$ cat src/sv/dlh_pkg.sv
// Shared constants and types for the dual-lane 128-bit stream hash.
package dlh_pkg;

	// Lane start values and mixing constants
	localparam logic [63:0] LANE_A_START = 64'hcbf29ce484222325;
	localparam logic [63:0] LANE_B_START = 64'h9e3779b97f4a7c15;
	localparam logic [63:0] GOLDEN_GAMMA = 64'h9e3779b97f4a7c15;
	localparam logic [63:0] SM_MUL_ONE   = 64'hbf58476d1ce4e5b9;
	localparam logic [63:0] SM_MUL_TWO   = 64'h94d049bb133111eb;

	// Lane prime 0x100000001b3 split as 2^40 + 0x1b3
	localparam int unsigned LANE_PRIME_SHIFT = 40;
	localparam logic [8:0]  LANE_PRIME_LOW   = 9'h1b3;

	// Configuration register indexes
	localparam int unsigned CFG_IDX_W = 2;
	localparam logic [CFG_IDX_W-1:0] CFG_SEED_HIGH = 2'd0;
	localparam logic [CFG_IDX_W-1:0] CFG_SEED_LOW  = 2'd1;

	// Queue between front and back (depth must be a power of two)
	localparam int unsigned Q_DEPTH = 2;
	localparam int unsigned Q_PTR_W = $clog2(Q_DEPTH);
	localparam int unsigned Q_CNT_W = Q_PTR_W + 1;

	// Lane pair handed from the front to the finaliser
	typedef struct packed {
		logic [63:0] lane_a;
		logic [63:0] lane_b;
	} lanes_t;

	// Queue fill status
	typedef struct packed {
		logic full;
		logic empty;
	} q_status_t;

endpackage

$ cat src/sv/dlh_front.sv
// Byte front end: seed registers, lane absorb and message framing.
module dlh_front (
	input  logic                          clk,
	input  logic                          arst_n,
	input  logic                          cfg_we,
	input  logic [dlh_pkg::CFG_IDX_W-1:0] cfg_index,
	input  logic [63:0]                   cfg_wdata,
	input  logic                          accept,
	input  logic [7:0]                    data_byte,
	input  logic                          byte_present,
	input  logic                          final_item,
	output logic                          push,
	output dlh_pkg::lanes_t               lanes
);

	logic [63:0] seed_high_q;
	logic [63:0] seed_low_q;
	logic [63:0] lane_a_q;
	logic [63:0] lane_b_q;
	logic        fresh_q;

	logic [63:0] base_a;
	logic [63:0] base_b;
	logic [63:0] next_a;
	logic [63:0] next_b;

	// XOR in the byte, rotate left by 8, multiply by the lane prime
	function automatic logic [63:0] absorb(input logic [63:0] lane, input logic [7:0] b);
		logic [63:0] t;
		logic [63:0] r;
		t = lane ^ {56'd0, b};
		r = {t[55:0], t[63:56]};
		return (r << dlh_pkg::LANE_PRIME_SHIFT) + (r * dlh_pkg::LANE_PRIME_LOW);
	endfunction

	always_comb begin
		base_a = fresh_q ? (dlh_pkg::LANE_A_START ^ seed_high_q) : lane_a_q;
		base_b = fresh_q ? (dlh_pkg::LANE_B_START ^ seed_low_q)  : lane_b_q;
		next_a = byte_present ? absorb(base_a, data_byte)  : base_a;
		next_b = byte_present ? absorb(base_b, ~data_byte) : base_b;
	end

	assign push         = accept && final_item;
	assign lanes.lane_a = next_a;
	assign lanes.lane_b = next_b;

	always_ff @(posedge clk or negedge arst_n) begin
		if (!arst_n) begin
			seed_high_q <= '0;
			seed_low_q  <= '0;
			lane_a_q    <= '0;
			lane_b_q    <= '0;
			fresh_q     <= 1'b1;
		end else begin
			if (cfg_we) begin
				case (cfg_index)
					dlh_pkg::CFG_SEED_HIGH: seed_high_q <= cfg_wdata;
					dlh_pkg::CFG_SEED_LOW:  seed_low_q  <= cfg_wdata;
					default: ;
				endcase
			end
			if (accept && (byte_present || final_item)) begin
				if (final_item) begin
					// Lanes reload from the seeds at the next message start
					fresh_q <= 1'b1;
				end else begin
					lane_a_q <= next_a;
					lane_b_q <= next_b;
					fresh_q  <= 1'b0;
				end
			end
		end
	end

endmodule

$ cat config.mk
export PLATFORM = sky130hd
export DESIGN_NAME = dlh_front
export DESIGN_NICKNAME = d
export VERILOG_FILES = /design/src/sv/dlh_pkg.sv /design/src/sv/dlh_front.sv
export SDC_FILE = /design/constraint.sdc
export NUM_CORES = 2
export LEC_CHECK = 0
export BUFFER_PORTS_ARGS = -buffer_cell sky130_fd_sc_hd__buf_2
export CORE_ASPECT_RATIO = 2
export CORE_MARGIN = 4
export CORE_UTILIZATION = 30
export CTS_CLUSTER_SIZE = 25
export DETAILED_ROUTE_END_ITERATION = 8
export MAX_ROUTING_LAYER = met4
export PLACE_DENSITY_LB_ADDON = 0.1
export REMOVE_ABC_BUFFERS = 1
export SLEW_MARGIN = 20
export SYNTH_ARGS = -nofsm -noshare
export SYNTH_HDL_FRONTEND = slang
export SYNTH_SLANG_ARGS = --single-unit
$ cat constraint.sdc
create_clock -name clk -period 12.6 [get_ports clk]
set_input_delay 2.52 -clock clk [delete_from_list [all_inputs] [get_ports clk]]
set_output_delay 2.52 -clock clk [all_outputs]
set_load 0.05 [all_outputs]
=== Yosys cells after proc, flatten, opt, wreduce, memory -nomap -nowiden ===
Cells that the tools add are included.

* Bits in registers: 257
* Input bits: 80

* Multiply operators: 2
* Add/subtract/negate cells: 2
* Mux-type cells: 5
* Bitwise logic cells: 6
* Equality and inequality tests: 1
* Reduce and logical (&&, ||, !) cells: 7

{| class="wikitable"
|+ Operators with widths
! operator !! number
|-
| $mux W64 || 4
|-
| $add A64 B64 Y64 || 2
|-
| $mul A64 B9 Y64 const B || 2
|-
| $xor A64 B8 Y64 || 2
|-
| $not A38 Y38 || 1
|-
| $not A28 Y28 || 1
|-
| $not A8 Y8 || 1
|-
| $reduce_and A2 Y1 || 3
|-
| $eq A2 B1 Y1 const B || 1
|-
| $logic_and A1 B1 Y1 || 2
|-
| $logic_not A2 Y1 || 1
|-
| $logic_or A1 B1 Y1 || 1
|-
| $mux W1 || 1
|-
| $not A1 Y1 || 1
|}

=== Logic depth before layout (Yosys ltp) ===
* Depth after elaboration: 6
* Mapped depth: 29
* Mapped depth without buffers: 24

=== Worst setup path before layout ===
No wires, ideal clock.

* Path kind: input to output
* Start: input port data_byte[2]
* End: output port lanes[63] (netlist name)
* Stages on the path: 19
* Buffers on the path: 1
* Path slack: 2.122 ns
* Data arrival time: 7.958 ns
* Required time: 10.080 ns
* Cells stage by stage: buf_1 xnor2_1 ha_1 ha_1 xor2_1 fa_1 fa_1 ha_1 ha_1 nand4_1 or4_1 a311oi_1 o21ai_1 o31ai_2 a21boi_1 nor3_2 o31ai_1 xnor2_1 a21oi_1

{| class="wikitable"
|+ RTL lines
! what !! RTL line !! text
|-
| from (decl) || dlh_front.sv:9 || <nowiki>input logic [7:0] data_byte,</nowiki>
|-
| to (decl) || dlh_front.sv:13 || <nowiki>output dlh_pkg::lanes_t lanes</nowiki>
|}

==> flow_summary.ini <==
[cts]
cts-buffers-inserted = 31
htreeDepth = 1
insertion_delay_ns = 0.63
postCtsHoldBufs = 0
cts_root_buf = clkbuf_16
clock-sinks = 257
cts_tree = yes
cts.path.max_buffers = 3
cts_resized = 0
clkTransAtPathRegs_ns = 0.06
cts_setup_buffers = 0

[drt]
via_per_inst = 4.90
drc = 0
antenna_left = 0
drt_iter0_markers = 1273
drt-total-wl_um = 146000
wl_per_cell_um = 26.7
vias = 26916
first_pass_iters = 5

[synthesis]
ys_seq_area_share_pct = 18.0
syn_inst = 3783
synth.most_common_cell = inv_1
synth_async_sr_flop_share_pct = 100
synth_area_leader_cell = fa_1
synthTopCellsByArea = fa_1 (23%), dfrtp_1 (18%), ha_1 (14%)
yosys.area.top_type_share_pct = 23.5
yosys_warnings = 0
ys_top_cells_by_count = inv_1 (769), fa_1 (420), ha_1 (401)
ys.flop_type = dfrtp_1
synth-seq-cells = 257
synth_enable_flop_cells = 0
syn_avg_cell_area_um2 = 9.46
ys_types = 73
syn_area_mm2 = 0.0358

[sta]
finalCriticalPeriod_ns = 11.69
rsz0062_at_grt = no
setup_viol = 0
finalCritPeriodShare_pct = 92.8
drv_slew = 0
fmax_mhz = 85.5
hold_viol = 0
worst_slew_pin_slew_ns = 1.06
skew_ns = 0.0200
fin_tns_setup_ns = 0
relSlewSlack_pct = 28.7

[place]
io_buffers = 208
gp_congestion = 0.956
place_hpwl_um = 129000

[layout]
fillers = 12588
nets = 4827
drive_gt1_share_pct = 14.8
area_delta_synth_final_pct = 10.8

[critical_path]
path_cells = buf_2 > xor2_1 > ha_1 > xnor2_1 > xnor2_1 > fa_1 > fa_1 > ha_1 > ha_1 > nand4_1 > or4_1 > a311oi_1 > o21ai_1 > o31ai_2 > a21boi_1 > nor3_2 > o31ai_1 > xnor2_1 > a21oi_1 > buf_2
endpoint_kind = output port
slowest_stage = a311oi_1
worstPathRequired_ns = 10.08
slowest_delay_ns = 0.69
startpoint_type = primary input
cp_max_fo = 7
rrSetupSlack_ns = 4.59
critPathArrivalTime_ns = 9.17
crit_type = in -> out

[floorplan]
io_pins = 209
num_rows = 179
die_y_um = 497
dieArea_mm2 = 0.125
initial_core_util_pct = 30.2
coreArea_mm2 = 0.119
dieWidth_um = 252

[global_routing]
grt_max_degree = 74
grt_overflow = 0
antenna_found_initial = 8
grt_pass1_wl_um = 210000
track_usage_pct = 23.9
grt_pass1_vias = 30017

[hold_path]
worstHoldPathType = reg -> reg

[job]
drv_cap = 0

[run_status]
status = finished clean
==> path summary, 6_finish.rpt <==
| path | from | end | depth (start not counted) |
|---|---|---|---|
| worst max-delay path | data_byte[5] | lanes[63] | 20 |
| worst min-delay path | lane_a_q[55] | lane_a_q[55] | 2 |
| worst max register to register | fresh_q | lane_b_q[51] | 21 |
| worst min register to register | lane_a_q[55] | lane_a_q[55] | 2 |
| max in group asynchronous | arst_n | lane_a_q[0] | 3 |
| min in group asynchronous | arst_n | lane_b_q[41] | 1 |
==> per-layer routing <==
layer | part of all wire [%] | track usage [%] | up-vias
met1 | 34 | 23.1 | 13655
met5 | 0 | - | -
met4 | 6.8 | 12.6 | 0
li1 | - | - | 12553
met2 | 57 | 47.4 | 490
met3 | 2.0 | 1.06 | 218
==> cell type report <==
type                            count  area, um2  area share (%)
Antenna cell                        2       5.00          0.0126
Clock buffer                       38        862            2.17
Timing Repair Buffer              244       1370            3.45
Clock inverter                     17        213           0.536
Multi-Input combinational cell   2622      26000            65.5
Tap cell                         1538       1920            4.85
Inverter                          770       2890            7.28
Sequential cell                   257       6440            16.2
==> cells in the final DEF (no fill, tap or decap), types with 149 or more instances in the layout <==
cell type and count:
ha_1 401, buf_2 206, nor2_1 163, xnor2_1 149, inv_1 769, a21oi_1 209, mux2_2 261, fa_1 420
dfrtp_1 256, nand2_1 223, o21ai_0 149
==> per-stage QoR <==
step	utilization (%)	setup slack [ns]	area [um2]	instances	hold WS [ns]
finish	33.4	0.911	39700	5488	0.467
global placement	32.5	0.828	38600	5431	0.444
CTS	33.4	0.808	39700	5486	0.474
detailed placement	32.5	0.844	38600	5431	0.457
global route	33.4	0.548	39700	5487	0.490
floorplan	-	1.36	35300	3649	0.433
==> critical path: cells and delay by family <==
kind	cells	cell delay, ns
XOR/XNOR	4	1.00
buffers and inverters	2	0.52
adder cells (fa/ha/maj)	5	2.09
AND/OR/NAND/NOR	3	0.98
AO/OA/AOI/OAI	6	2.06
==> logic make-up (layout without fill, tap and decap cells) <==
family | Yosys count | count (layout) | share of synthesized area [%]
compound gates | 674 | 674 | 11.8
xor+xnor | 270 | 270 | 6.60
fa+ha+maj | 821 | 821 | 37.5
buf+inv | 904 | 1069 | 9.50
flops | 257 | 257 | 18.0
mux | 331 | 331 | 10.2
other cells | 0 | 2 | 0
simple gates | 526 | 526 | 6.46
==> registers in the layout, summed over array words and instances (netlist names) <==
| register | count |
|---|---|
| lane_a_q | 64 |
| lane_b_q | 64 |
| seed_high_q | 64 |
| fresh_q | 1 |
| seed_low_q | 64 |
Power is left out: the tool's default activity adds up to more than one toggle a clock period on the data nets, which glitch-free logic cannot reach.
