### src/sv/dlh_pkg.sv
// Shared constants and types for the dual-lane 128-bit stream hash.
package dlh_pkg;

	// Lane start values and mixing constants
	localparam logic [63:0] LANE_A_START = 64'hcbf29ce484222325;
	localparam logic [63:0] LANE_B_START = 64'h9e3779b97f4a7c15;
	localparam logic [63:0] GOLDEN_GAMMA = 64'h9e3779b97f4a7c15;
	localparam logic [63:0] SM_MUL_ONE   = 64'hbf58476d1ce4e5b9;
	localparam logic [63:0] SM_MUL_TWO   = 64'h94d049bb133111eb;

	// Lane prime 0x100000001b3 split as 2^40 + 0x1b3
	localparam int unsigned LANE_PRIME_SHIFT = 40;
	localparam logic [8:0]  LANE_PRIME_LOW   = 9'h1b3;

	// Configuration register indexes
	localparam int unsigned CFG_IDX_W = 2;
	localparam logic [CFG_IDX_W-1:0] CFG_SEED_HIGH = 2'd0;
	localparam logic [CFG_IDX_W-1:0] CFG_SEED_LOW  = 2'd1;

	// Queue between front and back (depth must be a power of two)
	localparam int unsigned Q_DEPTH = 2;
	localparam int unsigned Q_PTR_W = $clog2(Q_DEPTH);
	localparam int unsigned Q_CNT_W = Q_PTR_W + 1;

	// Lane pair handed from the front to the finaliser
	typedef struct packed {
		logic [63:0] lane_a;
		logic [63:0] lane_b;
	} lanes_t;

	// Queue fill status
	typedef struct packed {
		logic full;
		logic empty;
	} q_status_t;

endpackage

### src/sv/dlh_fifo.sv
// Short lane-pair queue that decouples the byte front end from the finaliser.
module dlh_fifo (
	input  logic              clk,
	input  logic              arst_n,
	input  logic              push,
	input  dlh_pkg::lanes_t   wdata,
	input  logic              pop,
	output dlh_pkg::lanes_t   rdata,
	output dlh_pkg::q_status_t status
);

	dlh_pkg::lanes_t                  mem_q [dlh_pkg::Q_DEPTH];
	logic [dlh_pkg::Q_PTR_W-1:0]      wr_ptr_q;
	logic [dlh_pkg::Q_PTR_W-1:0]      rd_ptr_q;
	logic [dlh_pkg::Q_CNT_W-1:0]      count_q;

	assign status.full  = (count_q == dlh_pkg::Q_CNT_W'(dlh_pkg::Q_DEPTH));
	assign status.empty = (count_q == '0);
	assign rdata        = mem_q[rd_ptr_q];

	always_ff @(posedge clk or negedge arst_n) begin
		if (!arst_n) begin
			wr_ptr_q <= '0;
			rd_ptr_q <= '0;
			count_q  <= '0;
		end else begin
			if (push) begin
				wr_ptr_q <= wr_ptr_q + 1'b1;
			end
			if (pop) begin
				rd_ptr_q <= rd_ptr_q + 1'b1;
			end
			if (push && !pop) begin
				count_q <= count_q + 1'b1;
			end else if (pop && !push) begin
				count_q <= count_q - 1'b1;
			end
		end
	end

	// Storage carries payload only
	always_ff @(posedge clk) begin
		if (push) begin
			mem_q[wr_ptr_q] <= wdata;
		end
	end

endmodule

### config.mk
export PLATFORM = sky130hd
export DESIGN_NAME = dlh_fifo
export DESIGN_NICKNAME = d
export VERILOG_FILES = /design/src/sv/dlh_pkg.sv /design/src/sv/dlh_fifo.sv
export SDC_FILE = /design/constraint.sdc
export NUM_CORES = 1
export LEC_CHECK = 0
export BUFFER_PORTS_ARGS = -buffer_cell sky130_fd_sc_hd__buf_2
export CAP_MARGIN = 25
export CORE_ASPECT_RATIO = 1.4
export CORE_MARGIN = 5
export CORE_UTILIZATION = 50
export CTS_BUF_LIST = sky130_fd_sc_hd__clkbuf_4
export DETAILED_ROUTE_END_ITERATION = 8
export PLACE_DENSITY = 0.82
export SLEW_MARGIN = 30
export SYNTH_ARGS = -nofsm -noshare
export SYNTH_HDL_FRONTEND = slang
export SYNTH_SLANG_ARGS = --single-unit
### constraint.sdc
create_clock -name clk -period 19.6 [get_ports clk]
set_input_delay 0.98 -clock clk [delete_from_list [all_inputs] [get_ports clk]]
set_output_delay 0.98 -clock clk [all_outputs]
set_load 0.02 [all_outputs]
* Word-level counts from Yosys, hierarchy flattened
Memories as Yosys holds them, arrays and structs flattened.
Cells that the tools add are included.
** Operators by class
- Reduce and logical (&&, ||, !) cells :: 6
- Equal/unequal tests :: 1
- Add/sub/neg operators :: 4
- Muxes and demuxes :: 4
** Operators with widths (count)
- 2-to-1 mux 2 bit :: 2
- adder 1 bit (second input constant) :: 2
- adder 2 x 1 -> 2 bit (second input constant) :: 1
- equality test 2 bit (second input constant) :: 1
- logical AND 1 bit :: 2
- logical NOT 1 bit :: 2
- logical NOT 2 bit :: 1
- 2-to-1 mux 1 bit :: 2
- nonzero test 2 bit :: 1
- subtractor 2 x 1 -> 2 bit (second input constant) :: 1
** Word-level totals
- Bits in writable memories :: 256
- Word-level logic and storage cells :: 19
- Input port bits :: 132
- Register bits after elaboration :: 4
- Output and inout port bits :: 130
- Memories :: 1
** Memories
- mem_q :: words 2, bits a word 128, rd ports 1, clocked after memory_dff 0, wr ports 1, line dlh_fifo.sv:12 : dlh_pkg::lanes_t mem_q [dlh_pkg::Q_DEPTH];

* Logic depth before layout (Yosys ltp)
Gate-level depths: netlist of run 1.
- Depth in word-level cells :: 4
- Depth in mapped cells :: 5

* Least setup slack after synthesis of run 1
Ideal clock, no wire load.
- Path kind :: input -> register
- Start :: input push
- End :: memory mem_q[0][0] in the netlist's numbering, enable pin
- Setup time :: 0.632 ns
- Path buffers :: 0
- Cell stages on the path :: 1
- Path slack :: 12.440 ns
- Arrival :: 6.528 ns
- Cell sequence :: nor2b_1
** On the way
- Longest elaborated chain between the ends :: 2
** Ends and longest elaborated chain
- start: declaration :: line dlh_fifo.sv:5 : input logic push,
- 2-to-1 mux 1 bit :: line dlh_fifo.sv:43 : if (push) begin
- 2-to-1 mux 1 bit (not written as such) :: line dlh_fifo.sv:44 : mem_q[wr_ptr_q] <= wdata;
- end: declaration :: line dlh_fifo.sv:12
Every way passes these cells.

==> impl_metrics.env, run 1 <==
export IMPL_port_buffers=261
export IMPL_cp_slowest_cell="dfrtp_4"
export IMPL_grt_pass1_wl_um=28550
export IMPL_ant_nets=0
export IMPL_ctsResizeCount=0
export IMPL_slowest_delay_ps=900
export IMPL_p_leak_nw=4.461
export IMPL_dieWidth_um=126.3
export IMPL_maxSlewHeadroom_pct=35.15
export IMPL_grt_use_met2_pct=30.08
export IMPL_synth_area_leaders="edfxtp_1 (81%), mux2_2 (15%), buf_6 (1.5%)"
export IMPL_synthDistinctLibCells=12
export IMPL_synthToLayoutAreaGrowth_pct=23.54
export IMPL_cts_root_buffer="clkbuf_4"
export IMPL_synth_ff_type="edfxtp_1"
export IMPL_gp_congestion=0.7727
export IMPL_grt_max_degree=84
export IMPL_reg2reg_depth=2
export IMPL_ctsHoldBuffers=0
export IMPL_power_density_nw_per_um2=145.8
export IMPL_gr_total_overflow=0
export IMPL_cts_path_max_buffers=3
export IMPL_worstSetupPathType="register to output port"
export IMPL_crit_path_start="rd_ptr_q"
export IMPL_finClkSkew_ps=28.52
export IMPL_critical_path_top_delay_family="buffers and inverters"
export IMPL_fin_crit_ps=4054
export IMPL_cts_tree="built"
export IMPL_grt_setup_unrepaired="no"
export IMPL_grt_util_met1_pct=16.78
export IMPL_syn_nets=547
export IMPL_h_tree_depth=2
export IMPL_cts_sinks=260
export IMPL_crit_buf_inv=2
export IMPL_ir_drop_mv=0.09011
export IMPL_drive_above_1_share_pct=61.90
export IMPL_clock_latency_ps=640
export IMPL_hold_viol_final=0
export IMPL_ys_warn_count=0
export IMPL_antenna_found_initial=7
export IMPL_yosysTopAreaCell="edfxtp_1"
export IMPL_dp_hpwl_um=12720
export IMPL_track_usage_pct=16.69
export IMPL_synth_edff_count=256
export IMPL_use_met3_pct=6.204
export IMPL_dr_total_vias=5044
export IMPL_drtIter0Drc=220
export IMPL_cp_num_cells=3
export IMPL_setup_violations=0
export IMPL_start_kind="register"
export IMPL_seq_area_frac_synth_pct=82.26
export IMPL_cts_clk_slew_worst_paths_ps=80
export IMPL_cts_inserted_buffers=57
export IMPL_crit_chain="buf_4 > mux2_2 > buf_2"
export IMPL_avgSynthCellArea_um2=22.87
export IMPL_io_pins=262
export IMPL_slew_violations=0
export IMPL_routed_via_density=4.955
export IMPL_fmax_mhz=246.6
export IMPL_routedWlPerCell_um=18.43
export IMPL_synth_most_common_cell="edfxtp_1"
export IMPL_worstMarginPinSlew_ps=972.8
export IMPL_drc=0
export IMPL_cap_violations=0
export IMPL_min_path_type="primary input to asynchronous set/reset pin"
export IMPL_status="finished, final reports clean"
export IMPL_synth_seq_cells=260
export IMPL_cp_arrival_ps=3070
export IMPL_synthArstFlopShare_pct=1.538
export IMPL_die_y_um=172.8
export IMPL_cp_max_fo=75
export IMPL_netlist_area_leader_share_pct=81.21
export IMPL_nets=857
export IMPL_rows=59
export IMPL_fin_setup_tns_ps=0
export IMPL_first_pass_iters=4
export IMPL_p_total_mw=1.705
export IMPL_netlist_area_um2=9467
export IMPL_initial_core_util_pct=50.89
export IMPL_die_area_um2=21820
export IMPL_top_usage_layer="met2"
export IMPL_core_area_um2=18600
export IMPL_grt_pass1_vias=5644
export IMPL_timing_final_crit_share_pct=20.69
export IMPL_required_ps=18620
export IMPL_drt_wl_total_um=18760
export IMPL_worstSetupEndpointType="output port"
export IMPL_worstReg2RegStart="wr_ptr_q"
export IMPL_synth_cells=414
export IMPL_synth_top_cells_by_count="edfxtp_1 (256), mux2_2 (128), buf_6 (13), dfrtp_1 (4), xor2_1 (4)"
export IMPL_cts_setup_buffers=0
power by group:
part,internal [mW],leakage [nW],total [mW],switching (mW)
registers,0.738,2.45,0.785,0.0470
clock network,0.193,0.409,0.384,0.191
logic,0.212,1.60,0.536,0.323
layout make-up:
cell class | count | area (um^2)
diodes | 5 | 12.51
clock buffers | 75 | 563.0
clock inverters | 29 | 141.4
fillers | 1358 | 6908
inverters | 1 | 3.754
multi-input cells | 139 | 1534
flip-flops and latches | 260 | 7791
well taps | 244 | 305.3
repair buffers | 265 | 1344
cells in the final DEF (no fill, tap or decap), drive strengths merged:
cell type and n:
dfrtp 4, mux2 128, bufinv 1, xor2 4, clkinv 26, nor2b 2, nor2 2, edfxtp 256
clkinvlp 1, diode 5, inv 2, buf 265, and2 1, xnor2 1, clkbuf 75, ha 1
worst register-to-register path: stages (launching register included):
cell	delay, ps
dfrtp_1	430
and2_4	590
buf_6	660
logic make-up after synthesis:
kind of cell | synth area share, %
DFF | 82.26
buffers and inverters | 1.639
muxes | 15.23
adders and majority gates | 0.1321
xor gates and xnor gates | 0.4626
and+or+nand+nor | 0.2776
path summary, 6_finish.rpt:
kind	to	slack (ps)
max	rdata[113]	15550
min	wr_ptr_q	140
max reg2reg	mem_q[1][11]	17390
min reg2reg	count_q[1]	500
max in group asynchronous	rd_ptr_q	19320
min in group clk	count_q[1]	500
metrics by stage:
| step | cells | cell area (um^2) | setup slack (ps) | hold WS (ps) | util, % |
|---|---|---|---|---|---|
| floorplan | 414 | 9467 | 12440 | 455.5 | - |
| global placement | 909 | 10970 | 16240 | 480.4 | 58.97 |
| detailed placement | 909 | 10980 | 16190 | 486.3 | 59.01 |
| CTS | 1013 | 11680 | 15440 | 52.27 | 62.80 |
| global route | 1018 | 11700 | 15370 | 65.75 | 62.87 |
| finish | 1018 | 11700 | 15550 | 135.9 | 62.87 |
metal layers:
metal / up-vias / part of all wire [%] / routed length, um
met3: 46 / 8.1 / 1522
met5: - / 0.14 / 27
li1: 2318 / - / -
met1: 2449 / 34 / 6349
met2: 227 / 55 / 10250
met4: 4 / 3.3 / 616
registers in the layout, indices dropped and copies added, names as in the netlist:
signal	cells
count_q	2
mem_q	256
rd_ptr_q	1
wr_ptr_q	1
Note: power is estimated with default switching activity, not from simulation.
==> run 2, diff against run 1 <==
- CORE_UTILIZATION: 50 -> 49
- PLACE_DENSITY: 0.82 -> 0.84
- clock period: 19.6 -> 3.5 ns (I/O delays scaled with it)
==> run 2 against run 1 <==
Via count rose by 14%. Clock power grew to 5.7 times the previous value. Die area rose by 1.9%. Largest cell class unchanged. Power grew to 5.8 times the previous value. Worst setup slack got worse by 15000 ps. First-iteration DRC count up 37%. Sequential share of layout area fell by 7.1 points. Combinational power rose to 6.1 times the previous value. Non-clock buffer count up 136. Routed wire length up 23%. Final cell count increased by 14%.
==> impl_metrics.env, run 2 (same netlist as run 1, synthesis figures left out) <==
export IMPL_worstMarginPinSlew_ps=816.4
export IMPL_cts_sinks=260
export IMPL_fin_setup_tns_ps=0
export IMPL_maxSlewHeadroom_pct=45.46
export IMPL_antenna_found_initial=5
export IMPL_ctsResizeCount=0
export IMPL_grt_pass1_wl_um=34650
export IMPL_nets=993
export IMPL_die_area_um2=22240
export IMPL_rows=60
export IMPL_placed_cell_area_um2=11060
export IMPL_ant_nets=0
export IMPL_gr_total_overflow=0
export IMPL_synthToLayoutAreaGrowth_pct=38.26
export IMPL_top_regs="mem_q x256, count_q x2"
export IMPL_core_area_um2=19140
export IMPL_largest_register="mem_q"
export IMPL_largest_reg_flops=256
export IMPL_finClkSkew_ps=16.37
export IMPL_p_seq_share_pct=44.5
export IMPL_drt_wl_total_um=23000
export IMPL_setup_violations=0
export IMPL_track_usage_pct=20.35
export IMPL_layout_commonest_cell="buf_2"
export IMPL_first_pass_iters=4
export IMPL_grt_max_degree=58
export IMPL_dr_total_vias=5732
export IMPL_gp_congestion=0.7783
export IMPL_holdPathStages=2
export IMPL_grt_pass1_vias=6490
export IMPL_cts_path_max_buffers=3
export IMPL_port_buffers=261
export IMPL_switching_share_pct=33.53
export IMPL_die_y_um=174.5
export IMPL_internal_power_mw=6.559
export IMPL_hold_viol_final=0
export IMPL_drtIter0Drc=301
export IMPL_fmax_mhz=372.5
export IMPL_drive_above_1_share_pct=54.04
export IMPL_final_area_um2=13090
export IMPL_routed_via_density=4.958
export IMPL_io_pins=262
export IMPL_clock_latency_ps=630
export IMPL_cp_arrival_ps=2510
export IMPL_fin_crit_ps=2685
export IMPL_power_density_nw_per_um2=753.8
export IMPL_final_util_pct=68.37
export IMPL_status="finished, final reports clean"
export IMPL_h_tree_depth=2
export IMPL_ctsHoldBuffers=132
export IMPL_cts_setup_buffers=0
export IMPL_dieWidth_um=127.5
export IMPL_cts_tree="built"
export IMPL_power_frac_clock_pct=22.2
export IMPL_drc=0
export IMPL_cp_max_fo=44
export IMPL_dp_hpwl_um=13290
export IMPL_start_kind="register"
export IMPL_routedWlPerCell_um=19.90
export IMPL_min_path_type="primary input to register"
export IMPL_pwr_share_comb_pct=33.2
export IMPL_switching_power_mw=3.308
export IMPL_cts_clk_slew_worst_paths_ps=90
export IMPL_reg2reg_depth=2
export IMPL_cts_inserted_buffers=57
export IMPL_required_ps=3320
export IMPL_worstSetupPathType="register to output port"
export IMPL_timing_final_crit_share_pct=76.71
export IMPL_slew_violations=0
export IMPL_cap_violations=0
export IMPL_cts_root_buffer="clkbuf_4"
export IMPL_grt_setup_unrepaired="no"
export IMPL_worstSetupEndpointType="output port"
export IMPL_ir_drop_mv=0.6234
export IMPL_final_cell_mix="buf_2 (261), edfxtp_1 (256), dlygate4sd3_1 (132)"
export IMPL_initial_core_util_pct=49.45
export IMPL_p_leak_nw=5.061
run 2: worst max-delay path, cell delays in order, from the launching register on:
cell     delay [ps]
dfrtp_4         830
buf_4           460
mux2_2          400
buf_2           160
run 2: per-stage QoR:
step / hold slack, ps / setup WS [ps] / cells / power (mW)
after floorplan: -120.6 / 753.6 / 414 / 6.618
after global placement: -20.44 / 1564 / 917 / 7.463
after detailed placement: -15.30 / 1484 / 917 / 7.580
after CTS: 192.4 / 762.1 / 1151 / 9.870
after global routing: 185.6 / 662.5 / 1156 / 10.35
final: 253.9 / 815.1 / 1156 / 9.866
run 2: cell type report:
cell class / count / area, um^2
Clock inverter: 19 / 76.32
Inverter: 1 / 3.754
Antenna cell: 5 / 12.51
Fill cell: 1195 / 6055
Sequential cell: 260 / 7791
Clock buffer: 83 / 623.1
Timing Repair Buffer: 401 / 2738
Tap cell: 248 / 310.3
Multi-Input combinational cell: 139 / 1534
run 2: final timing paths:
path / from / endpoint / slack (ps)
hold / removal: wdata[110] / mem_q[0][110] / 250
setup / recovery: rd_ptr_q / rdata[99] / 820
max in group asynchronous: arst_n / rd_ptr_q / 2830
setup reg to reg: wr_ptr_q / mem_q[1][48] / 1600
hold reg to reg: count_q[1] / count_q[1] / 510
min in group asynchronous: arst_n / rd_ptr_q / 480
run 2: layer usage:
metal | vias to the layer above | global-route usage [%] | routed length (um)
met2 | 266 | 39.02 | 13350
met4 | 0 | 9.884 | 914
met1 | 2808 | 19.39 | 7352
met3 | 64 | 5.595 | 1381
li1 | 2594 | - | -
met5 | - | 0 | 0
run 2: power groups by stage:
| stage | combinational [mW] | clock (mW) | sequential, mW |
|---|---|---|---|
| detailed placement | 3.13 | 0 | 4.46 |
| global route | 3.46 | 2.44 | 4.45 |
| floorplan | 2.30 | 0 | 4.32 |
| global placement | 3.06 | 0 | 4.41 |
| CTS | 3.26 | 2.22 | 4.39 |
| finish | 3.28 | 2.19 | 4.39 |
==> run 3, diff against run 2 <==
- CORE_UTILIZATION: 49 -> 50
- PLACE_DENSITY: 0.84 -> 0.82
- clock period: 3.5 -> 2.77 ns (I/O delays scaled with it)
==> run 3 against run 2 <==
Register-to-register slack worse by 500 ps. Clock power rose by 31%. Power is 27% higher. First-iteration DRC count fell by 5.6%. Via count fell by 1.8%.
==> impl_metrics.env, run 3 (same netlist as run 1, synthesis figures left out) <==
export IMPL_largest_register="mem_q"
export IMPL_crit_chain="buf_12 > mux2_2 > buf_2"
export IMPL_gp_congestion=0.7393
export IMPL_dieWidth_um=126.3
export IMPL_required_ps=2630
export IMPL_slew_violations=0
export IMPL_finClkSkew_ps=29.90
export IMPL_grt_pass1_wl_um=34050
export IMPL_pre_cts_ws_ps=952.7
export IMPL_route_top_layer_used="met5"
export IMPL_fmax_mhz=401.2
export IMPL_start_kind="register"
export IMPL_cts_setup_buffers=0
export IMPL_initial_core_util_pct=50.89
export IMPL_cp_max_fo=57
export IMPL_top_regs="mem_q x256, count_q x2"
export IMPL_clock_latency_ps=640
export IMPL_wl_met3_um=1390
export IMPL_worstSetupEndpointType="output port"
export IMPL_fillers=1160
export IMPL_power_density_nw_per_um2=956.2
export IMPL_cts_clk_slew_worst_paths_ps=90
export IMPL_cp_arrival_ps=2350
export IMPL_wl_met1_um=7603
export IMPL_ctsResizeCount=0
export IMPL_cp_slowest_cell="dfrtp_4"
export IMPL_setup_violations=0
export IMPL_port_buffers=261
export IMPL_worst_slack_ps=277.5
export IMPL_synthToLayoutAreaGrowth_pct=38.09
export IMPL_maxSlewHeadroom_pct=44.57
export IMPL_grt_pass1_vias=6390
export IMPL_h_tree_depth=2
export IMPL_drtIter0Drc=284
export IMPL_grt_max_degree=129
export IMPL_drt_wl_total_um=22180
export IMPL_timing_final_crit_share_pct=89.98
export IMPL_cts_inserted_buffers=57
export IMPL_fin_setup_tns_ps=0
export IMPL_nets=989
export IMPL_core_area_um2=18600
export IMPL_p_leak_nw=5.046
export IMPL_min_path_type="primary input to register"
export IMPL_dr_total_vias=5626
export IMPL_rows=59
export IMPL_cts_tree="built"
export IMPL_hold_viol_final=0
export IMPL_routed_via_density=4.901
export IMPL_slowest_delay_ps=750
export IMPL_worstMarginPinSlew_ps=831.5
export IMPL_layout_commonest_cell="buf_2"
export IMPL_fin_crit_ps=2492
export IMPL_status="finished, final reports clean"
export IMPL_io_pins=262
export IMPL_drc=0
export IMPL_ir_drop_mv=0.7299
export IMPL_cts_root_buffer="clkbuf_4"
export IMPL_cts_path_max_buffers=3
export IMPL_wl_met2_um=12560
export IMPL_routedWlPerCell_um=19.32
export IMPL_final_util_pct=70.27
export IMPL_die_area_um2=21820
export IMPL_cts_sinks=260
export IMPL_largest_reg_flops=256
export IMPL_worstSetupPathType="register to output port"
export IMPL_gr_total_overflow=0
export IMPL_die_y_um=172.8
export IMPL_drive_above_1_share_pct=53.61
export IMPL_grt_setup_unrepaired="no"
export IMPL_final_cell_mix="buf_2 (261), edfxtp_1 (256), dlygate4sd3_1 (132)"
export IMPL_track_usage_pct=20.02
export IMPL_ant_nets=0
export IMPL_dp_hpwl_um=12290
export IMPL_first_pass_iters=4
export IMPL_antenna_found_initial=5
export IMPL_cap_violations=0
## run 3: cell count changes in the layout (fill, tap and decap cells not counted), sizes merged
cell	delta
bufinv	+1
clkinv	+4
diode	-2
clkinvlp	+1
buf	-4
clkbuf	-4
## run 3: through the flow
| step | instance area, um^2 | hold WS (ps) | std cells | power, mW |
|---|---|---|---|---|
| floorplan | 9475 | -157.1 | 414 | 8.362 |
| global placement | 11020 | -47.42 | 909 | 9.405 |
| detailed placement | 11020 | -43.16 | 909 | 9.538 |
| CTS | 13070 | 138.0 | 1145 | 12.50 |
| global route | 13070 | 156.0 | 1148 | 13.08 |
| finish | 13070 | 209.2 | 1148 | 12.50 |
## run 3: cell type report
class,instances,area [um^2],area share [%]
clock buffers,79,593.1,4.537
multi-input cells,139,1534,11.73
repair buffers,397,2708,20.71
diodes,3,7.507,0.05743
flip-flops and latches,260,7791,59.60
clock inverters,25,130.1,0.9954
well taps,244,305.3,2.335
inverters,1,3.754,0.02871
## run 3: path summary, 6_finish.rpt
check	from	to	slack, ps	cells after the start
worst max-delay path	rd_ptr_q	rdata[4]	280	3
worst min-delay path	wdata[112]	mem_q[0][112]	210	2
worst max register to register	wr_ptr_q	mem_q[1][68]	1100	2
worst min register to register	count_q[1]	count_q[1]	500	1
max in group asynchronous	arst_n	rd_ptr_q	2130	3
min in group asynchronous	arst_n	rd_ptr_q	430	3
## run 3: per-layer routing
layer | GRT usage [%] | vias to the layer above
li1 | - | 2573
met1 | 20.19 | 2762
met2 | 38.30 | 238
met3 | 5.772 | 49
met4 | 7.469 | 4
met5 | 0 | -
## run 3: report_power, final
| part | internal, mW | switching [mW] |
|---|---|---|
| Sequential | 5.23 | 0.299 |
| Combinational | 1.68 | 2.43 |
| Clock | 1.43 | 1.44 |
## run 3: worst max-delay path: cells and delay by family (launching register included)
kind                   cells  cell delay (ps)
buffers and inverters      2              510
flip-flops                 1              750
multiplexers               1              410
## run 3: repair_timing
action / in CTS / in global routing
hold buffers: 132 / 0
setup endpoints to repair: 0 / 0
endpoints found under the hold margin: 264 / 0
